[src/sv/dmx_pkg.sv]
// ----------------------------------------------------------------------------
// dmx_pkg
// shared types and constants of the dmx512 frame transmitter
// ----------------------------------------------------------------------------
package dmx_pkg;

  // item kinds taken from the input stream flag
  typedef enum logic {
    ITEM_TICK = 1'b0,
    ITEM_BYTE = 1'b1
  } item_kind_t;

  typedef struct packed {
    item_kind_t  kind;
    logic [7:0]  data;
  } item_t;

  typedef enum logic [1:0] {
    PH_BREAK = 2'd0,
    PH_MAB   = 2'd1,
    PH_DATA  = 2'd2,
    PH_WAIT  = 2'd3
  } line_phase_t;

  typedef enum logic [1:0] {
    PARSE_LOW  = 2'd0,
    PARSE_HIGH = 2'd1,
    PARSE_DATA = 2'd2
  } parse_phase_t;

  typedef logic [1:0] bank_t;

  localparam bank_t BANK_ZERO = 2'd0;
  localparam bank_t BANK_ONE  = 2'd1;
  localparam bank_t BANK_TWO  = 2'd2;

  // configuration register indexes
  localparam int unsigned CFG_IDX_W = 3;
  localparam logic [CFG_IDX_W-1:0] CFG_BREAK_TICKS      = 3'd0;
  localparam logic [CFG_IDX_W-1:0] CFG_MAB_TICKS        = 3'd1;
  localparam logic [CFG_IDX_W-1:0] CFG_MBB_TICKS        = 3'd2;
  localparam logic [CFG_IDX_W-1:0] CFG_MIN_PERIOD_TICKS = 3'd3;
  localparam logic [CFG_IDX_W-1:0] CFG_BIT_TICKS        = 3'd4;
  localparam logic [CFG_IDX_W-1:0] CFG_MIN_SLOTS        = 3'd5;
  localparam int unsigned CFG_DATA_W = 20;

  typedef struct packed {
    logic [15:0] break_ticks;
    logic [15:0] mab_ticks;
    logic [15:0] mbb_ticks;
    logic [19:0] min_period_ticks;
    logic [7:0]  bit_ticks;
    logic [9:0]  min_slots;
  } cfg_t;

  localparam logic [15:0] RST_BREAK_TICKS      = 16'd100;
  localparam logic [15:0] RST_MAB_TICKS        = 16'd12;
  localparam logic [15:0] RST_MBB_TICKS        = 16'd50;
  localparam logic [19:0] RST_MIN_PERIOD_TICKS = 20'd5000;
  localparam logic [7:0]  RST_BIT_TICKS        = 8'd4;
  localparam logic [9:0]  RST_MIN_SLOTS        = 10'd24;

  // slots sent after reset before any host frame
  localparam int unsigned RST_SLOT_COUNT = 24;

  localparam int unsigned TICK_W = 20;
  localparam logic [TICK_W-1:0] TICK_MAX = 20'hFFFFF;

  // start bit, eight data bits, two stop bits
  localparam int unsigned BITS_PER_SLOT = 11;
  localparam logic [3:0] LAST_BIT = 4'd10;
  localparam logic [3:0] LAST_DATA_BIT = 4'd8;

  typedef struct packed {
    bank_t       fill_bank;
    bank_t       ready_bank;
    bank_t       transmit_bank;
    line_phase_t line_phase;
  } status_t;

endpackage

[src/sv/dmx_front.sv]
// ----------------------------------------------------------------------------
// dmx_front
// input queue: takes stream items, tags ticks and host bytes
// ----------------------------------------------------------------------------
module dmx_front (
  input  logic            clk,
  input  logic            rst,
  input  logic            s_tvalid,
  output logic            s_tready,
  input  logic [7:0]      s_tdata,
  input  logic            s_tuser,
  output logic            q_valid,
  output dmx_pkg::item_t  q_item,
  input  logic            q_pop
);

  dmx_pkg::item_t entries [2];
  logic           wr_ptr;
  logic           rd_ptr;
  logic [1:0]     count;
  logic           push;
  dmx_pkg::item_t item_in;

  assign s_tready = (count != 2'd2);
  assign push     = s_tvalid && s_tready;
  assign q_valid  = (count != 2'd0);
  assign q_item   = entries[rd_ptr];

  always_comb begin
    item_in.kind = s_tuser ? dmx_pkg::ITEM_BYTE : dmx_pkg::ITEM_TICK;
    item_in.data = s_tdata;
  end

  always_ff @(posedge clk) begin
    if (push) begin
      entries[wr_ptr] <= item_in;
    end
  end

  always_ff @(posedge clk) begin
    if (rst) begin
      wr_ptr <= 1'b0;
      rd_ptr <= 1'b0;
      count  <= 2'd0;
    end else begin
      if (push) begin
        wr_ptr <= ~wr_ptr;
      end
      if (q_pop) begin
        rd_ptr <= ~rd_ptr;
      end
      if (push && !q_pop) begin
        count <= count + 2'd1;
      end else if (q_pop && !push) begin
        count <= count - 2'd1;
      end
    end
  end

endmodule

[config.mk]
export PLATFORM = sky130hd
export DESIGN_NAME = dmx_front
export DESIGN_NICKNAME = d
export VERILOG_FILES = /design/src/sv/dmx_pkg.sv /design/src/sv/dmx_front.sv
export SDC_FILE = /design/constraint.sdc
export NUM_CORES = 1
export LEC_CHECK = 0
export BUFFER_PORTS_ARGS = -buffer_cell sky130_fd_sc_hd__buf_2
export CAP_MARGIN = 20
export CELL_PAD_IN_SITES_DETAIL_PLACEMENT = 1
export CELL_PAD_IN_SITES_GLOBAL_PLACEMENT = 1
export CORE_MARGIN = 1
export CORE_UTILIZATION = 30
export CTS_CLUSTER_SIZE = 40
export DETAILED_ROUTE_END_ITERATION = 7
export PLACE_DENSITY = 0.61
export SYNTH_ARGS = -nofsm -noshare
export SYNTH_HDL_FRONTEND = slang
export SYNTH_SLANG_ARGS = --single-unit
[constraint.sdc]
create_clock -name clk -period 1.6 [get_ports clk]
set_input_delay 0.16 -clock clk [delete_from_list [all_inputs] [get_ports clk]]
set_output_delay 0.16 -clock clk [all_outputs]
set_load 0.05 [all_outputs]
==> metrics.md <==
| Metric | Value |
|---|---|
| Run status | complete, no violations |
| Sequential fraction of the synthesis area | 73.1% |
| Dpl hpwl | 1.14 mm |
| Fin crit share | 95.0% |
| Number of slew-limit violations in the final report | 0 |
| Worst Min Path Start | s_tdata[4] |
| Vias in the first global route | 557 |
| Routability congestion estimate | 0.635 |
| Syn Area/Cell | 16.8 um^2 |
| Number of clock buffers inserted by TritonCTS | 3 |
| Tightest Hold Check Type | input port to flop |
| Area overhead of the layout relative to synthesis | 22.9% |
| Layout Nets | 94 |
| RR Endpoint | count[1] |
| Depth of the most critical reg-to-reg path | 6 |
| Effective utilization at floorplan | 31.8% |
| Final-report setup violation count | 0 |
| Kind of critical path | flop to output port |
| Fraction of final layout cells with drive strength greater than 1 | 55.7% |
| First DRT Iteration DRCs | 7 |
| Setup crit end kind | output port |
| Launching point of the worst reg2reg path | count[0] |
| Cell depth of the worst hold path | 1 |
| Time the final worst path needs with I/O delays and setup | 1520 ps |
| All-layer global routing usage | 10.9% |
| Die X | 56.0 um |
| Final worst slack | 80.3 ps |
| # Max-Cap Violations | 0 |
| Core region area | 0.00276 mm^2 |
| Endpoint arrival time on the critical path | 1360 ps |
| P_leak | 0.425 nW |
| Slew at the pin closest to its max-slew limit | 371 ps |
| Remaining max-slew budget at the tightest pin | 75.3% |
| Most used cells in the layout excluding fill and tap cells | sky130_fd_sc_hd__buf_2, sky130_fd_sc_hd__edfxtp_1, sky130_fd_sc_hd__mux2_2 |
| Remaining antenna violation count | 0 |
| Number of hold-repair buffers added at the cts stage | 0 |
| Maximum number of pins on one net before global-route repair | 14 |
| Worst endpoint required time | 1440 ps |
| DIE AREA | 0.00314 mm^2 |
| Number of antenna violations at the first check in global routing | 0 |
| Distinct cells, synth | 18 |
| Maximum clock skew at final layout | 1.80 ps |
| First-pass iteration count of the detailed router | 2 |
| Synthesized net count | 66 |
| Final core occ | 39.0% |
| Setup repair bufs after CTS | 0 |
| Flip-flop and latch count after synthesis | 23 |
| Global-route wire length before repair | 2.51 mm |
| Per-cell routed wire length | 13.8 um |
| Commonest non-fill, non-tap cell in the layout | sky130_fd_sc_hd__buf_2 |
| Final TNS setup | 0 ps |
| DRC violations left | 0 |
| Worst Setup Slack post-DPL | 89.8 ps |
| Core Rows | 19 |
| DIE HEIGHT | 56.0 um |
| Total vias in the final route | 505 |
| FMAX | 0.658 GHz |
| Final-layout fill cell count | 297 |
| Synthesized instance count | 52 |
| Total power divided by cell area | 1330 mW/mm^2 |
| Max Fanout on Critical Path | 9 |
| Post-cts sizing count | 1 |
| Register-to-register setup slack | 110 ps |
| Total of buffers placed on input and output ports | 23 |
| IO Pins | 24 |
| Number of hold-slack violations in the final timing report | 0 |
| Aggregate global routing overflow | 0 |
| Worst-Skew Late Latency | 300 ps |
| Cell Area, Synth | 876 um^2 |
| Detailed Route WL | 1.52 mm |
| Critical path startpoint category | flop |
| Area of the multi-input gates | 235 um^2 |
| Maximum resistive drop on vdd | 0.556 mV |
| CTS tree | yes |
| Final Total Pwr | 1.43 mW |
| Clock transition at path regs | 120 ps |
| Sequential Area | 644 um^2 |
| Unrepaired setup endpoints after global routing | no |
| Maximum count of clock buffers along a single path | 2 |
| Root buffer cell | sky130_fd_sc_hd__clkbuf_4 |
| Number of warnings printed during yosys synthesis | 0 |
| Average vias per placed instance | 4.59 |
| Endpoint with the worst hold slack | entries[1][4] |
| Maximum level of the CTS H-tree | 1 |
| Diode insertion count for antenna repair | 0 |
| Clk sink count | 23 |
[worst max-delay path, cell delays in order (launching register included)]
cell                      delay [ps]
sky130_fd_sc_hd__dfxtp_2         470
sky130_fd_sc_hd__mux2_2          370
sky130_fd_sc_hd__buf_2           210
[cell families (layout without fill, tap and decap cells)]
family | after synthesis | after routing | synth area share [%]
fa+ha+maj | 1 | 1 | 1.43
buf+inv | 3 | 30 | 1.43
xor+xnor | 3 | 3 | 3.00
compound gates | 4 | 4 | 2.86
simple gates | 9 | 9 | 6.57
mux | 9 | 9 | 11.6
flops | 23 | 23 | 73.1
[worst max path at each step]
stage	start	cells after the start	slack, ps	to
after floorplan	count[0]	5	30	count[1]
after global placement	count[0]	5	130	count[1]
after detailed placement	count[0]	5	90	count[1]
after CTS	flop	2	50	q_item[7]
after global routing	flop	2	10	q_item[7]
final	flop	2	80	q_item[7]
[registers in the layout, indices dropped and copies added (netlist names), named ones only]
| register | count |
|---|---|
| count | 2 |
| entries | 18 |
| rd_ptr | 1 |
| wr_ptr | 1 |
[cells in the mapped netlist]
cell / number / area [um^2]
sky130_fd_sc_hd__dfxtp_1: 5 / 100
sky130_fd_sc_hd__nand3b_1: 1 / 7.51
sky130_fd_sc_hd__xnor2_1: 1 / 8.76
sky130_fd_sc_hd__mux2_2: 9 / 101
sky130_fd_sc_hd__inv_1: 2 / 7.51
sky130_fd_sc_hd__edfxtp_1: 18 / 541
sky130_fd_sc_hd__or3_1: 1 / 6.26
sky130_fd_sc_hd__nand2b_4: 1 / 13.8
sky130_fd_sc_hd__and2_1: 1 / 6.26
sky130_fd_sc_hd__buf_2: 1 / 5.00
sky130_fd_sc_hd__o21ai_0: 1 / 5.00
sky130_fd_sc_hd__xor2_1: 2 / 17.5
sky130_fd_sc_hd__a21bo_2: 1 / 10.0
sky130_fd_sc_hd__or2_2: 1 / 6.26
sky130_fd_sc_hd__and3_1: 1 / 6.26
sky130_fd_sc_hd__a21oi_1: 2 / 10.0
sky130_fd_sc_hd__ha_1: 1 / 12.5
sky130_fd_sc_hd__nor2_1: 3 / 11.3
[where the power goes]
group	internal [mW]	switching, mW	total, mW
clock	0.0931	0.168	0.261
sequential	0.722	0.0366	0.758
combinational	0.132	0.276	0.408
total	0.947	0.480	1.43
[area by class of cell]
class	instances	share of cell area [%]
repair buffers	24	11.4
well taps	31	3.60
multi-input cells	26	21.9
flip-flops and latches	23	59.9
inverters	2	0.698
clock buffers	3	2.09
clock inverters	1	0.465
[metal layers]
metal  GRT usage (%)  up-vias  share of wire, %
li1                -      244                 -
met1            11.0      245                40
met2            20.6       14                55
met3            2.56        2               4.7
met4            5.23        0              0.66
met5               0        -                 0
[through the flow]
step	hold WS (ps)	area (um^2)	instances
detailed placement	351	1030	106
global placement	348	1030	106
finish	35.2	1080	110
floorplan	229	876	52
CTS	20.2	1060	110
global route	17.6	1080	110
(Power assumes the default switching activity.)
