`config.mk`:
```
export PLATFORM = sky130hd
export DESIGN_NAME = dmx_engine
export DESIGN_NICKNAME = d
export VERILOG_FILES = /design/src/sv/dmx_pkg.sv /design/src/sv/dmx_engine.sv
export SDC_FILE = /design/constraint.sdc
export NUM_CORES = 1
export LEC_CHECK = 0
export BUFFER_PORTS_ARGS = -buffer_cell sky130_fd_sc_hd__clkbuf_2
export CAP_MARGIN = 20
export CORE_MARGIN = 2
export CORE_UTILIZATION = 50
export DETAILED_ROUTE_END_ITERATION = 7
export GPL_TIMING_DRIVEN = 0
export PLACE_DENSITY = 0.75
export SLEW_MARGIN = 20
export SYNTH_ARGS = -nofsm -noshare
export SYNTH_HDL_FRONTEND = slang
export SYNTH_SLANG_ARGS = --single-unit
```
`constraint.sdc`:
```
create_clock -name clk -period 22.4 [get_ports clk]
set_clock_uncertainty 0.1 [all_clocks]
set_input_delay 1.12 -clock clk [delete_from_list [all_inputs] [get_ports clk]]
set_output_delay 1.12 -clock clk [all_outputs]
set_load 0.02 [all_outputs]
```
`src/sv/dmx_pkg.sv`:
```
// ----------------------------------------------------------------------------
// dmx_pkg
// shared types and constants of the dmx512 frame transmitter
// ----------------------------------------------------------------------------
package dmx_pkg;

  // item kinds taken from the input stream flag
  typedef enum logic {
    ITEM_TICK = 1'b0,
    ITEM_BYTE = 1'b1
  } item_kind_t;

  typedef struct packed {
    item_kind_t  kind;
    logic [7:0]  data;
  } item_t;

  typedef enum logic [1:0] {
    PH_BREAK = 2'd0,
    PH_MAB   = 2'd1,
    PH_DATA  = 2'd2,
    PH_WAIT  = 2'd3
  } line_phase_t;

  typedef enum logic [1:0] {
    PARSE_LOW  = 2'd0,
    PARSE_HIGH = 2'd1,
    PARSE_DATA = 2'd2
  } parse_phase_t;

  typedef logic [1:0] bank_t;

  localparam bank_t BANK_ZERO = 2'd0;
  localparam bank_t BANK_ONE  = 2'd1;
  localparam bank_t BANK_TWO  = 2'd2;

  // configuration register indexes
  localparam int unsigned CFG_IDX_W = 3;
  localparam logic [CFG_IDX_W-1:0] CFG_BREAK_TICKS      = 3'd0;
  localparam logic [CFG_IDX_W-1:0] CFG_MAB_TICKS        = 3'd1;
  localparam logic [CFG_IDX_W-1:0] CFG_MBB_TICKS        = 3'd2;
  localparam logic [CFG_IDX_W-1:0] CFG_MIN_PERIOD_TICKS = 3'd3;
  localparam logic [CFG_IDX_W-1:0] CFG_BIT_TICKS        = 3'd4;
  localparam logic [CFG_IDX_W-1:0] CFG_MIN_SLOTS        = 3'd5;
  localparam int unsigned CFG_DATA_W = 20;

  typedef struct packed {
    logic [15:0] break_ticks;
    logic [15:0] mab_ticks;
    logic [15:0] mbb_ticks;
    logic [19:0] min_period_ticks;
    logic [7:0]  bit_ticks;
    logic [9:0]  min_slots;
  } cfg_t;

  localparam logic [15:0] RST_BREAK_TICKS      = 16'd100;
  localparam logic [15:0] RST_MAB_TICKS        = 16'd12;
  localparam logic [15:0] RST_MBB_TICKS        = 16'd50;
  localparam logic [19:0] RST_MIN_PERIOD_TICKS = 20'd5000;
  localparam logic [7:0]  RST_BIT_TICKS        = 8'd4;
  localparam logic [9:0]  RST_MIN_SLOTS        = 10'd24;

  // slots sent after reset before any host frame
  localparam int unsigned RST_SLOT_COUNT = 24;

  localparam int unsigned TICK_W = 20;
  localparam logic [TICK_W-1:0] TICK_MAX = 20'hFFFFF;

  // start bit, eight data bits, two stop bits
  localparam int unsigned BITS_PER_SLOT = 11;
  localparam logic [3:0] LAST_BIT = 4'd10;
  localparam logic [3:0] LAST_DATA_BIT = 4'd8;

  typedef struct packed {
    bank_t       fill_bank;
    bank_t       ready_bank;
    bank_t       transmit_bank;
    line_phase_t line_phase;
  } status_t;

endpackage

```
`src/sv/dmx_engine.sv`:
```
// ----------------------------------------------------------------------------
// dmx_engine
// host frame parser, bank rotation and serial line sequencer
// ----------------------------------------------------------------------------
module dmx_engine #(
  parameter int MAX_SLOTS = 512
) (
  input  logic                         clk,
  input  logic                         rst,
  input  dmx_pkg::cfg_t                cfg,
  input  logic                         q_valid,
  input  dmx_pkg::item_t               q_item,
  output logic                         q_pop,
  output logic                         m_tvalid,
  input  logic                         m_tready,
  output logic [7:0]                   m_tdata,
  output logic                         wr_en,
  output dmx_pkg::bank_t               wr_bank,
  output logic [$clog2(MAX_SLOTS)-1:0] wr_pos,
  output logic [7:0]                   wr_data,
  output logic                         rd_en,
  output logic                         rd_clr,
  output dmx_pkg::bank_t               rd_bank,
  output logic [$clog2(MAX_SLOTS)-1:0] rd_pos,
  input  logic [7:0]                   rd_byte,
  output dmx_pkg::status_t             status
);

  localparam int POS_W    = $clog2(MAX_SLOTS);
  localparam int SLOT_W   = $clog2(MAX_SLOTS + 1);
  localparam int BYTE_W   = $clog2(MAX_SLOTS + 2);
  localparam int FRAME_W  = SLOT_W + 5;
  localparam int WIRE_W   = SLOT_W + 15;
  localparam int TICK_W   = dmx_pkg::TICK_W;

  dmx_pkg::parse_phase_t parse_phase, parse_phase_next;
  logic [7:0]            count_low_byte, count_low_byte_next;
  logic [SLOT_W-1:0]     expected_slots, expected_slots_next;
  logic [SLOT_W-1:0]     received_slots, received_slots_next;
  dmx_pkg::bank_t        fill_bank, fill_bank_next;
  dmx_pkg::bank_t        ready_bank, ready_bank_next;
  dmx_pkg::bank_t        transmit_bank, transmit_bank_next;
  logic [SLOT_W-1:0]     ready_slot_count, ready_slot_count_next;
  logic [SLOT_W-1:0]     transmit_slot_count, transmit_slot_count_next;
  logic                  new_frame_pending, new_frame_pending_next;
  dmx_pkg::line_phase_t  line_phase, line_phase_next;
  logic [15:0]           phase_ticks, phase_ticks_next;
  logic [TICK_W-1:0]     frame_ticks, frame_ticks_next;
  logic [BYTE_W-1:0]     byte_position, byte_position_next;
  logic [3:0]            bit_position, bit_position_next;
  logic                  line_register, line_register_next;

  logic                  advance;
  logic                  begin_flag;
  logic                  commit_flag;
  logic                  error_flag;
  dmx_pkg::line_phase_t  tick_phase;
  logic [15:0]           tick_count;
  logic [16:0]           count_inc;
  logic [TICK_W-1:0]     frame_base;
  logic [BYTE_W-1:0]     byte_inc;
  logic [SLOT_W-1:0]     received_inc;
  logic [15:0]           header_count;
  logic                  header_bad;
  logic                  data_level;

  // frame period: wire time plus mark between breaks, against the minimum period
  logic [FRAME_W-1:0]    frame_bits;
  logic [WIRE_W-1:0]     wire_ticks;
  logic [WIRE_W-1:0]     period_sel;
  logic                  period_hit;

  assign frame_bits = FRAME_W'((FRAME_W'(transmit_slot_count) + FRAME_W'(1))
                               * FRAME_W'(dmx_pkg::BITS_PER_SLOT));

  always_ff @(posedge clk) begin
    wire_ticks <= WIRE_W'(cfg.break_ticks) + WIRE_W'(cfg.mab_ticks)
                + WIRE_W'(cfg.mbb_ticks) + WIRE_W'(frame_bits * WIRE_W'(cfg.bit_ticks));
  end

  assign period_sel = (wire_ticks > WIRE_W'(cfg.min_period_ticks))
                    ? wire_ticks : WIRE_W'(cfg.min_period_ticks);
  // saturated period: the counter stops at its top value
  assign period_hit = (WIRE_W'(frame_ticks) >= period_sel)
                   || (frame_ticks == dmx_pkg::TICK_MAX);

  assign advance = q_valid && (!m_tvalid || m_tready);
  assign q_pop   = advance;

  assign header_count = {q_item.data, count_low_byte};
  assign header_bad   = (header_count == 16'd0)
                     || (header_count < 16'(cfg.min_slots))
                     || (header_count > 16'(MAX_SLOTS));
  assign received_inc = received_slots + SLOT_W'(1);
  assign byte_inc     = byte_position + BYTE_W'(1);
  assign count_inc    = 17'(tick_count) + 17'd1;

  always_comb begin
    if (bit_position == 4'd0) begin
      data_level = 1'b0;
    end else if (bit_position <= dmx_pkg::LAST_DATA_BIT) begin
      data_level = rd_byte[3'(bit_position - 4'd1)];
    end else begin
      data_level = 1'b1;
    end
  end

  always_comb begin
    parse_phase_next         = parse_phase;
    count_low_byte_next      = count_low_byte;
    expected_slots_next      = expected_slots;
    received_slots_next      = received_slots;
    fill_bank_next           = fill_bank;
    ready_bank_next          = ready_bank;
    transmit_bank_next       = transmit_bank;
    ready_slot_count_next    = ready_slot_count;
    transmit_slot_count_next = transmit_slot_count;
    new_frame_pending_next   = new_frame_pending;
    line_phase_next          = line_phase;
    phase_ticks_next         = phase_ticks;
    frame_ticks_next         = frame_ticks;
    byte_position_next       = byte_position;
    bit_position_next        = bit_position;
    line_register_next       = line_register;
    begin_flag               = 1'b0;
    commit_flag              = 1'b0;
    error_flag               = 1'b0;
    tick_phase               = line_phase;
    tick_count               = phase_ticks;
    frame_base               = frame_ticks;
    wr_en                    = 1'b0;
    wr_bank                  = fill_bank;
    wr_pos                   = POS_W'(received_slots);
    wr_data                  = q_item.data;
    rd_en                    = 1'b0;
    rd_clr                   = 1'b0;
    rd_bank                  = transmit_bank;
    rd_pos                   = POS_W'(byte_position);

    if (q_item.kind == dmx_pkg::ITEM_BYTE) begin
      unique case (parse_phase)
        dmx_pkg::PARSE_LOW: begin
          count_low_byte_next = q_item.data;
          parse_phase_next    = dmx_pkg::PARSE_HIGH;
        end
        dmx_pkg::PARSE_HIGH: begin
          if (header_bad) begin
            error_flag       = 1'b1;
            parse_phase_next = dmx_pkg::PARSE_LOW;
          end else begin
            expected_slots_next = header_count[SLOT_W-1:0];
            received_slots_next = '0;
            parse_phase_next    = dmx_pkg::PARSE_DATA;
          end
        end
        dmx_pkg::PARSE_DATA: begin
          wr_en               = advance;
          received_slots_next = received_inc;
          if (received_inc >= expected_slots) begin
            // commit: the filled bank becomes the ready bank
            fill_bank_next         = ready_bank;
            ready_bank_next        = fill_bank;
            ready_slot_count_next  = expected_slots;
            new_frame_pending_next = 1'b1;
            commit_flag            = 1'b1;
            parse_phase_next       = dmx_pkg::PARSE_LOW;
          end
        end
        default: begin
          parse_phase_next = dmx_pkg::PARSE_LOW;
        end
      endcase
    end else begin
      if ((line_phase == dmx_pkg::PH_WAIT) && (new_frame_pending || period_hit)) begin
        tick_phase = dmx_pkg::PH_BREAK;
        tick_count = '0;
      end
      if ((tick_phase == dmx_pkg::PH_BREAK) && (tick_count == 16'd0)) begin
        begin_flag = 1'b1;
        frame_base = '0;
        if (new_frame_pending) begin
          transmit_bank_next       = ready_bank;
          ready_bank_next          = transmit_bank;
          transmit_slot_count_next = ready_slot_count;
          new_frame_pending_next   = 1'b0;
        end
      end
      frame_ticks_next = (frame_base != dmx_pkg::TICK_MAX)
                       ? frame_base + TICK_W'(1) : frame_base;
      line_phase_next  = tick_phase;
      phase_ticks_next = tick_count;

      unique case (tick_phase)
        dmx_pkg::PH_BREAK: begin
          line_register_next = 1'b0;
          if (count_inc >= 17'(cfg.break_ticks)) begin
            line_phase_next  = dmx_pkg::PH_MAB;
            phase_ticks_next = '0;
          end else begin
            phase_ticks_next = count_inc[15:0];
          end
        end
        dmx_pkg::PH_MAB: begin
          line_register_next = 1'b1;
          if (count_inc >= 17'(cfg.mab_ticks)) begin
            line_phase_next    = dmx_pkg::PH_DATA;
            phase_ticks_next   = '0;
            byte_position_next = '0;
            bit_position_next  = '0;
            rd_clr             = advance;
          end else begin
            phase_ticks_next = count_inc[15:0];
          end
        end
        dmx_pkg::PH_DATA: begin
          line_register_next = data_level;
          if (count_inc >= 17'(cfg.bit_ticks)) begin
            phase_ticks_next = '0;
            if (bit_position == dmx_pkg::LAST_BIT) begin
              bit_position_next  = '0;
              byte_position_next = byte_inc;
              if (byte_inc > BYTE_W'(transmit_slot_count)) begin
                line_phase_next = dmx_pkg::PH_WAIT;
              end else begin
                // slot byte_inc is stored at position byte_position
                rd_en = advance;
              end
            end else begin
              bit_position_next = bit_position + 4'd1;
            end
          end else begin
            phase_ticks_next = count_inc[15:0];
          end
        end
        dmx_pkg::PH_WAIT: begin
          line_register_next = 1'b1;
        end
        default: begin
          line_register_next = 1'b1;
        end
      endcase
    end
  end

  always_ff @(posedge clk) begin
    if (rst) begin
      parse_phase         <= dmx_pkg::PARSE_LOW;
      count_low_byte      <= '0;
      expected_slots      <= '0;
      received_slots      <= '0;
      fill_bank           <= dmx_pkg::BANK_ONE;
      ready_bank          <= dmx_pkg::BANK_ZERO;
      transmit_bank       <= dmx_pkg::BANK_TWO;
      ready_slot_count    <= SLOT_W'(dmx_pkg::RST_SLOT_COUNT);
      transmit_slot_count <= SLOT_W'(dmx_pkg::RST_SLOT_COUNT);
      new_frame_pending   <= 1'b0;
      line_phase          <= dmx_pkg::PH_BREAK;
      phase_ticks         <= '0;
      frame_ticks         <= '0;
      byte_position       <= '0;
      bit_position        <= '0;
      line_register       <= 1'b0;
    end else if (advance) begin
      parse_phase         <= parse_phase_next;
      count_low_byte      <= count_low_byte_next;
      expected_slots      <= expected_slots_next;
      received_slots      <= received_slots_next;
      fill_bank           <= fill_bank_next;
      ready_bank          <= ready_bank_next;
      transmit_bank       <= transmit_bank_next;
      ready_slot_count    <= ready_slot_count_next;
      transmit_slot_count <= transmit_slot_count_next;
      new_frame_pending   <= new_frame_pending_next;
      line_phase          <= line_phase_next;
      phase_ticks         <= phase_ticks_next;
      frame_ticks         <= frame_ticks_next;
      byte_position       <= byte_position_next;
      bit_position        <= bit_position_next;
      line_register       <= line_register_next;
    end
  end

  // result register
  always_ff @(posedge clk) begin
    if (rst) begin
      m_tvalid <= 1'b0;
    end else if (advance) begin
      m_tvalid <= 1'b1;
    end else if (m_tready) begin
      m_tvalid <= 1'b0;
    end
  end

  always_ff @(posedge clk) begin
    if (advance) begin
      m_tdata <= {4'd0, error_flag, commit_flag, begin_flag, line_register_next};
    end
  end

  assign status.fill_bank     = fill_bank;
  assign status.ready_bank    = ready_bank;
  assign status.transmit_bank = transmit_bank;
  assign status.line_phase    = line_phase;

endmodule

```
==> impl_metrics.yaml, run 1 <==
outcome:
  status: "finished clean"
setup_path:
  cp_max_fo: 10
  crit_buf_inv: 6
  startpoint_type: "register"
  worstSetupPathType: "register to register"
  endpoint_kind: "register"
  worst_ep_required_time_ps: 22650
  worst_path_largest_cell_delay_ps: 610
  crit_family: "adder cells"
  critPathSlowestCell: "xnor2_1"
  crit_arrival_ps: 10350
  crit_top_cell: "fa_1"
layout:
  drive_above_1_share_pct: 13.4
  layout_commonest_cell: "inv_1"
  num-nets-final: 2412
  layout_common_cells: "inv_1 (266), ha_1 (201), nand2_1 (158)"
  syn_to_final_growth_pct: 12.2
  fin_area_sq_um: 17100
  n_antenna_cell: 0
pwr:
  power.internal_mw: 0.633
  p_sw_share_pct: 37.7
  ir_drop_mv: 0.0497
  power_frac_comb_pct: 43.8
  clockPowerShare_pct: 28.0
  p_leak_nw: 8.46
  p_sw_mw: 0.383
  p_seq_share_pct: 28.3
  power_density_nw_per_um2: 59.3
floorplanning:
  die_x_um: 179
  core-area_sq_um: 29900
  die_h_um: 179
  rows: 63
  ioPinCount: 158
  fp.dieArea_sq_um: 31900
  start_util_pct: 51.1
cts:
  clkSinkCount: 139
  cts_inserted_buffers: 17
  cts_resized: 0
  cts_tree: "yes"
  root_buffer: "clkbuf_16"
  hold_buffers: 0
  htreeDepth: 4
  cts_max_path_buffers: 2
  post_cts_buffers: 0
  clk_pin_slew_ps: 60
  clk_latency_ps: 430
drt:
  antenna_left: 0
  met2WireLength_mm: 19.3
  dr.max_layer_used: "met4"
  first_pass_iters: 7
  wl_met1_mm: 16.7
  wl_met3_mm: 2.15
  wl_per_cell_um: 16.6
  wl_mm: 39.5
  drt_iter0_markers: 903
  via_count: 13200
  drc: 0
  via_per_inst: 5.55
timing:
  finalSetupViolations: 0
  worstMarginPinSlew_ps: 988
  relSlewSlack_pct: 33.6
  fin_crit_ps: 10090
  rsz0062_at_grt: "no"
  report.final.hold_viol_count: 0
  finalCritPeriodShare_pct: 45.1
  max_freq_mhz: 99.1
  setup_tns_ps: 0
  slew_viol_final: 0
yosys:
  synthDistinctLibCells: 79
  synth_seq_cells: 139
  ys_seq_area_share_pct: 18.5
  syn-cell-area_sq_um: 15300
  syn-mean-instance-area_sq_um: 8.50
  synth_area_leaders: "dfxtp_1 (18%), fa_1 (17%), ha_1 (16%)"
  netlist_instances: 1796
  synth_top_area_share_pct: 17.7
  synth_top_area_cell: "dfxtp_1"
  yosysWarnings: 0
  postSynth.asyncResetShare_pct: 0
  ys.flop_type: "dfxtp_1"
  synth-edff-count: 4
placed_design:
  port_buffers: 153
  hpwl_mm: 33.0
  place_congestion: 0.929
  placed_cell_area_sq_um: 16500
global_routing:
  grt.overflow.total: 0
  grt_pass1_wl_mm: 64.3
  antenna_found_initial: 0
  grt_max_degree: 17
  first_global_vias: 13100
  track_usage_pct: 25.4
run:
  maxCapViolations: 0
min_path:
  hold_path_class: "register to register"
## worst min-delay path: stages, from the launching register on
cell     delay, ps
dfxtp_1        330
nand2_1         60
a21oi_1         50
## power by group through the flow
stage	logic, mW	clock network (mW)	registers, mW
after CTS	0.440	0.285	0.286
after global placement	0.418	0	0.291
after global routing	0.495	0.297	0.288
after floorplan	0.324	0	0.287
after detailed placement	0.436	0	0.292
final	0.444	0.284	0.287
## cell families after synthesis
group,after synthesis,share of synthesized area (%)
mux,42,2.95
buf+inv,349,9.63
flops,139,18.5
compound gates,281,12.3
xor+xnor,75,4.30
simple gates,574,18.3
fa+ha+maj,335,34.0
other cells,1,0.0246
## worst paths after layout
path	cells after the start	slack, ps	to	from
setup / recovery	35	12310	wire_ticks[23]$_DFF_P_	transmit_slot_count[0]$_SDFFE_PP0P_
hold / removal	2	390	expected_slots[3]$_SDFFE_PP0P_	expected_slots[3]$_SDFFE_PP0P_
setup reg to reg	35	12310	wire_ticks[23]$_DFF_P_	transmit_slot_count[0]$_SDFFE_PP0P_
hold reg to reg	2	390	expected_slots[3]$_SDFFE_PP0P_	expected_slots[3]$_SDFFE_PP0P_
## per-layer routing
| layer | GRT usage, % | vias up |
|---|---|---|
| li1 | - | 6307 |
| met5 | 0 | - |
| met4 | 9.69 | 0 |
| met3 | 3.16 | 94 |
| met1 | 32.1 | 6338 |
| met2 | 44.4 | 440 |
## final cells by class
class | count | area [sq um]
Tap cell | 390 | 488
Inverter | 266 | 998
Fill cell | 2668 | 12800
Timing Repair Buffer | 153 | 766
Clock buffer | 20 | 457
Clock inverter | 11 | 133
Buffer | 83 | 470
Multi-Input combinational cell | 1311 | 11000
Sequential cell | 139 | 2820
## Yosys cell counts, types with 3 or more instances
cell type and n:
inv_1 266, ha_1 201, nand2_1 158, nor2_1 156, dfxtp_1 135, fa_1 133
a21oi_1 79, xnor2_1 57, o21ai_0 54, and2_1 48, nand3_1 48, mux2i_1 36
buf_4 35, a21o_1 33, clkbuf_1 32, nand4_1 31, nor3_1 31, and3_1 23
a22o_1 21, xor2_1 18, nor2b_1 17, nand2b_1 16, a211oi_1 13, nor4_1 11
o21a_1 11, buf_2 10, o211ai_1 10, a31oi_1 8, o31ai_1 7, or2_2 7
nor3b_1 6, a31o_2 5, and4_1 5, buf_1 4, edfxtp_1 4, mux2_2 4
a21boi_0 3, o21ai_1 3, o21bai_1 3, or3_1 3, or4_1 3
## registers in the layout, summed over array words and instances (netlist names), 2 cells and up
name	count
expected_slots	10
received_slots	10
wr_bank	2
line_phase	2
wire_ticks	24
ready_bank	2
parse_phase	2
byte_position	10
frame_ticks	20
ready_slot_count	10
bit_position	4
count_low_byte	8
m_tdata	4
rd_bank	2
transmit_slot_count	10
phase_ticks	16
## stage by stage
| step | instances | setup WS, ps | hold slack (ps) | power, mW | utilization (%) |
|---|---|---|---|---|---|
| 2_1_floorplan | 1799 | 13960 | 341 | 0.611 | - |
| 4_1_cts | 2373 | 12380 | 383 | 1.01 | 57.3 |
| 6_report | 2373 | 12310 | 389 | 1.02 | 57.3 |
| 5_1_grt | 2373 | 11730 | 413 | 1.08 | 57.3 |
| 3_5_place_dp | 2342 | 12400 | 369 | 0.728 | 55.3 |
| 3_3_place_gp | 2342 | 12630 | 361 | 0.709 | 55.3 |
No activity file was read; power rests on OpenSTA's default activity.
==> run 2, diff against run 1 <==
--- a/config.mk
+++ b/config.mk
@@ -11,7 +11,7 @@
 export CORE_UTILIZATION = 50
 export DETAILED_ROUTE_END_ITERATION = 7
 export GPL_TIMING_DRIVEN = 0
-export PLACE_DENSITY = 0.75
+export PLACE_DENSITY = 0.78
 export SLEW_MARGIN = 20
 export SYNTH_ARGS = -nofsm -noshare
 export SYNTH_HDL_FRONTEND = slang
==> constraint.sdc (replaced) <==
create_clock -name clk -period 9.1 [get_ports clk]
set_clock_uncertainty 0.1 [all_clocks]
set_input_delay 0.455 -clock clk [delete_from_list [all_inputs] [get_ports clk]]
set_output_delay 0.455 -clock clk [all_outputs]
set_load 0.02 [all_outputs]
==> run 2 against run 1 <==
  * Total power increased by 150%
  * Sequential power rose by 150%
  * Cell area grew 0.88%
  * Critical path depth fell by 2
==> impl_metrics.yaml, run 2 (same netlist as run 1, synthesis figures left out) <==
setup_path:
  worst_path_largest_cell_delay_ps: 520
  reg2reg_setup_slack_ps: 410
  endpoint_kind: "register"
  startpoint_type: "register"
  crit_family: "adder cells"
  critPathSlowestCell: "fa_1"
  crit_buf_inv: 8
  worst_ep_required_time_ps: 9360
  worstSetupPathType: "register to register"
  crit_arrival_ps: 8940
  cp_max_fo: 10
placed_design:
  place_congestion: 0.951
  port_buffers: 153
  hpwl_mm: 32.4
floorplanning:
  die_h_um: 179
  ioPinCount: 158
  die_x_um: 179
  core-area_sq_um: 29900
  start_util_pct: 51.1
  rows: 63
  fp.dieArea_sq_um: 31900
layout:
  n_antenna_cell: 0
  top_register: "wire_ticks"
  syn_to_final_growth_pct: 13.1
  largest_reg_flops: 24
  layout_commonest_cell: "inv_1"
  layout_common_cells: "inv_1 (265), ha_1 (200), nand2_1 (158)"
  utilization_pct: 57.8
  num-nets-final: 2418
  multiInputGateArea_sq_um: 11100
  fill_cells: 2652
  drive_above_1_share_pct: 14.7
  seq_area_sq_um: 2820
  reg_top3: "wire_ticks: 24 flops, frame_ticks: 20 flops, phase_ticks: 16 flops"
drt:
  via_count: 13300
  antenna_left: 0
  wl_per_cell_um: 16.6
  drc: 0
  wl_mm: 39.6
  first_pass_iters: 5
  via_per_inst: 5.57
  drt_iter0_markers: 892
pwr:
  ir_drop_mv: 0.125
  p_leak_nw: 8.57
  power_density_nw_per_um2: 145
timing:
  report.final.hold_viol_count: 0
  finalSetupViolations: 0
  fin_crit_ps: 8690
  max_freq_mhz: 115
  holdWs_ps: 154
  slew_viol_final: 0
  worstMarginPinSlew_ps: 1050
  finalCritPeriodShare_pct: 95.5
  setup_tns_ps: 0
  relSlewSlack_pct: 29.7
cts:
  htreeDepth: 4
  clk_latency_ps: 430
  clkSinkCount: 139
  cts_tree: "yes"
  root_buffer: "clkbuf_16"
  clk_pin_slew_ps: 70
  hold_buffers: 0
  cts_inserted_buffers: 17
  cts_max_path_buffers: 2
global_routing:
  grt_pass1_wl_mm: 63.7
  antenna_found_initial: 0
  first_global_vias: 13000
  grt.overflow.total: 0
  track_usage_pct: 25.2
  grt_max_degree: 17
run:
  maxCapViolations: 0
outcome:
  status: "finished clean"
min_path:
  hold_path_class: "input pin to register"
==> run 2: changes by cell type in the layout (fill, tap and decap cells not counted), sizes merged <==
cell	previous run	this run
clkbuf	205	202
inv	271	274
clkinv	2	4
buf	51	58
clkinvlp	2	1
bufinv	2	1
==> run 2: power breakdown <==
group / internal, mW / total, mW / switching [mW]
Sequential: 0.671 / 0.708 / 0.0369
Combinational: 0.466 / 1.10 / 0.635
Clock: 0.387 / 0.691 / 0.304
==> run 2: timing repair <==
item | CTS | global route
hold endpoints to repair | 0 | 0
pin swaps | 1 | 2
gates resized for setup | 8 | 21
buffers inserted | 1 | 5
setup endpoints to repair | 9 | 8
==> run 2: worst register-to-register path, delay by kind of cell (launching register included) <==
kind | cells | cell delay, ps
adder cells (fa/ha/maj) | 10 | 4250
AO/OA/AOI/OAI | 9 | 2010
AND/OR/NAND/NOR | 5 | 1130
buffers and inverters | 8 | 610
flip-flops | 1 | 380
XOR/XNOR | 1 | 130
==> run 2: layout make-up <==
class | instances | area share [%]
Clock buffer | 18 | 2.49
Multi-Input combinational cell | 1311 | 64.2
Tap cell | 390 | 2.83
Timing Repair Buffer | 159 | 4.70
Clock inverter | 14 | 0.841
Buffer | 83 | 2.77
Inverter | 266 | 5.80
Sequential cell | 139 | 16.4
==> run 2: routing by layer <==
layer	share of wire, %	track usage [%]	vias up	wire length, um
met5	0	0	-	0
met4	3.2	9.25	0	1260
met3	6.3	4.07	85	2510
met2	49	44.0	465	19500
met1	41	31.5	6385	16400
li1	-	-	6326	-
==> run 2: through the flow <==
| stage | total power, mW | cell area, sq um | cells | setup WS, ps |
|---|---|---|---|---|
| 6_report | 2.50 | 17300 | 2380 | 414 |
| 3_3_place_gp | 1.74 | 16500 | 2342 | -647 |
| 4_1_cts | 2.48 | 17200 | 2375 | 40.4 |
| 2_1_floorplan | 1.50 | 15300 | 1799 | 662 |
| 5_1_grt | 2.66 | 17300 | 2380 | -6.89 |
| 3_5_place_dp | 1.78 | 16500 | 2342 | -734 |
==> run 2: final timing paths <==
kind | start | end | cells after the start
min | q_valid | m_tvalid$_SDFFE_PP0P_ | 3
max | transmit_slot_count[0]$_SDFFE_PP0P_ | wire_ticks[23]$_DFF_P_ | 33
min reg2reg | ready_slot_count[4]$_SDFFE_PP1P_ | ready_slot_count[4]$_SDFFE_PP1P_ | 2
max reg2reg | transmit_slot_count[0]$_SDFFE_PP0P_ | wire_ticks[23]$_DFF_P_ | 33
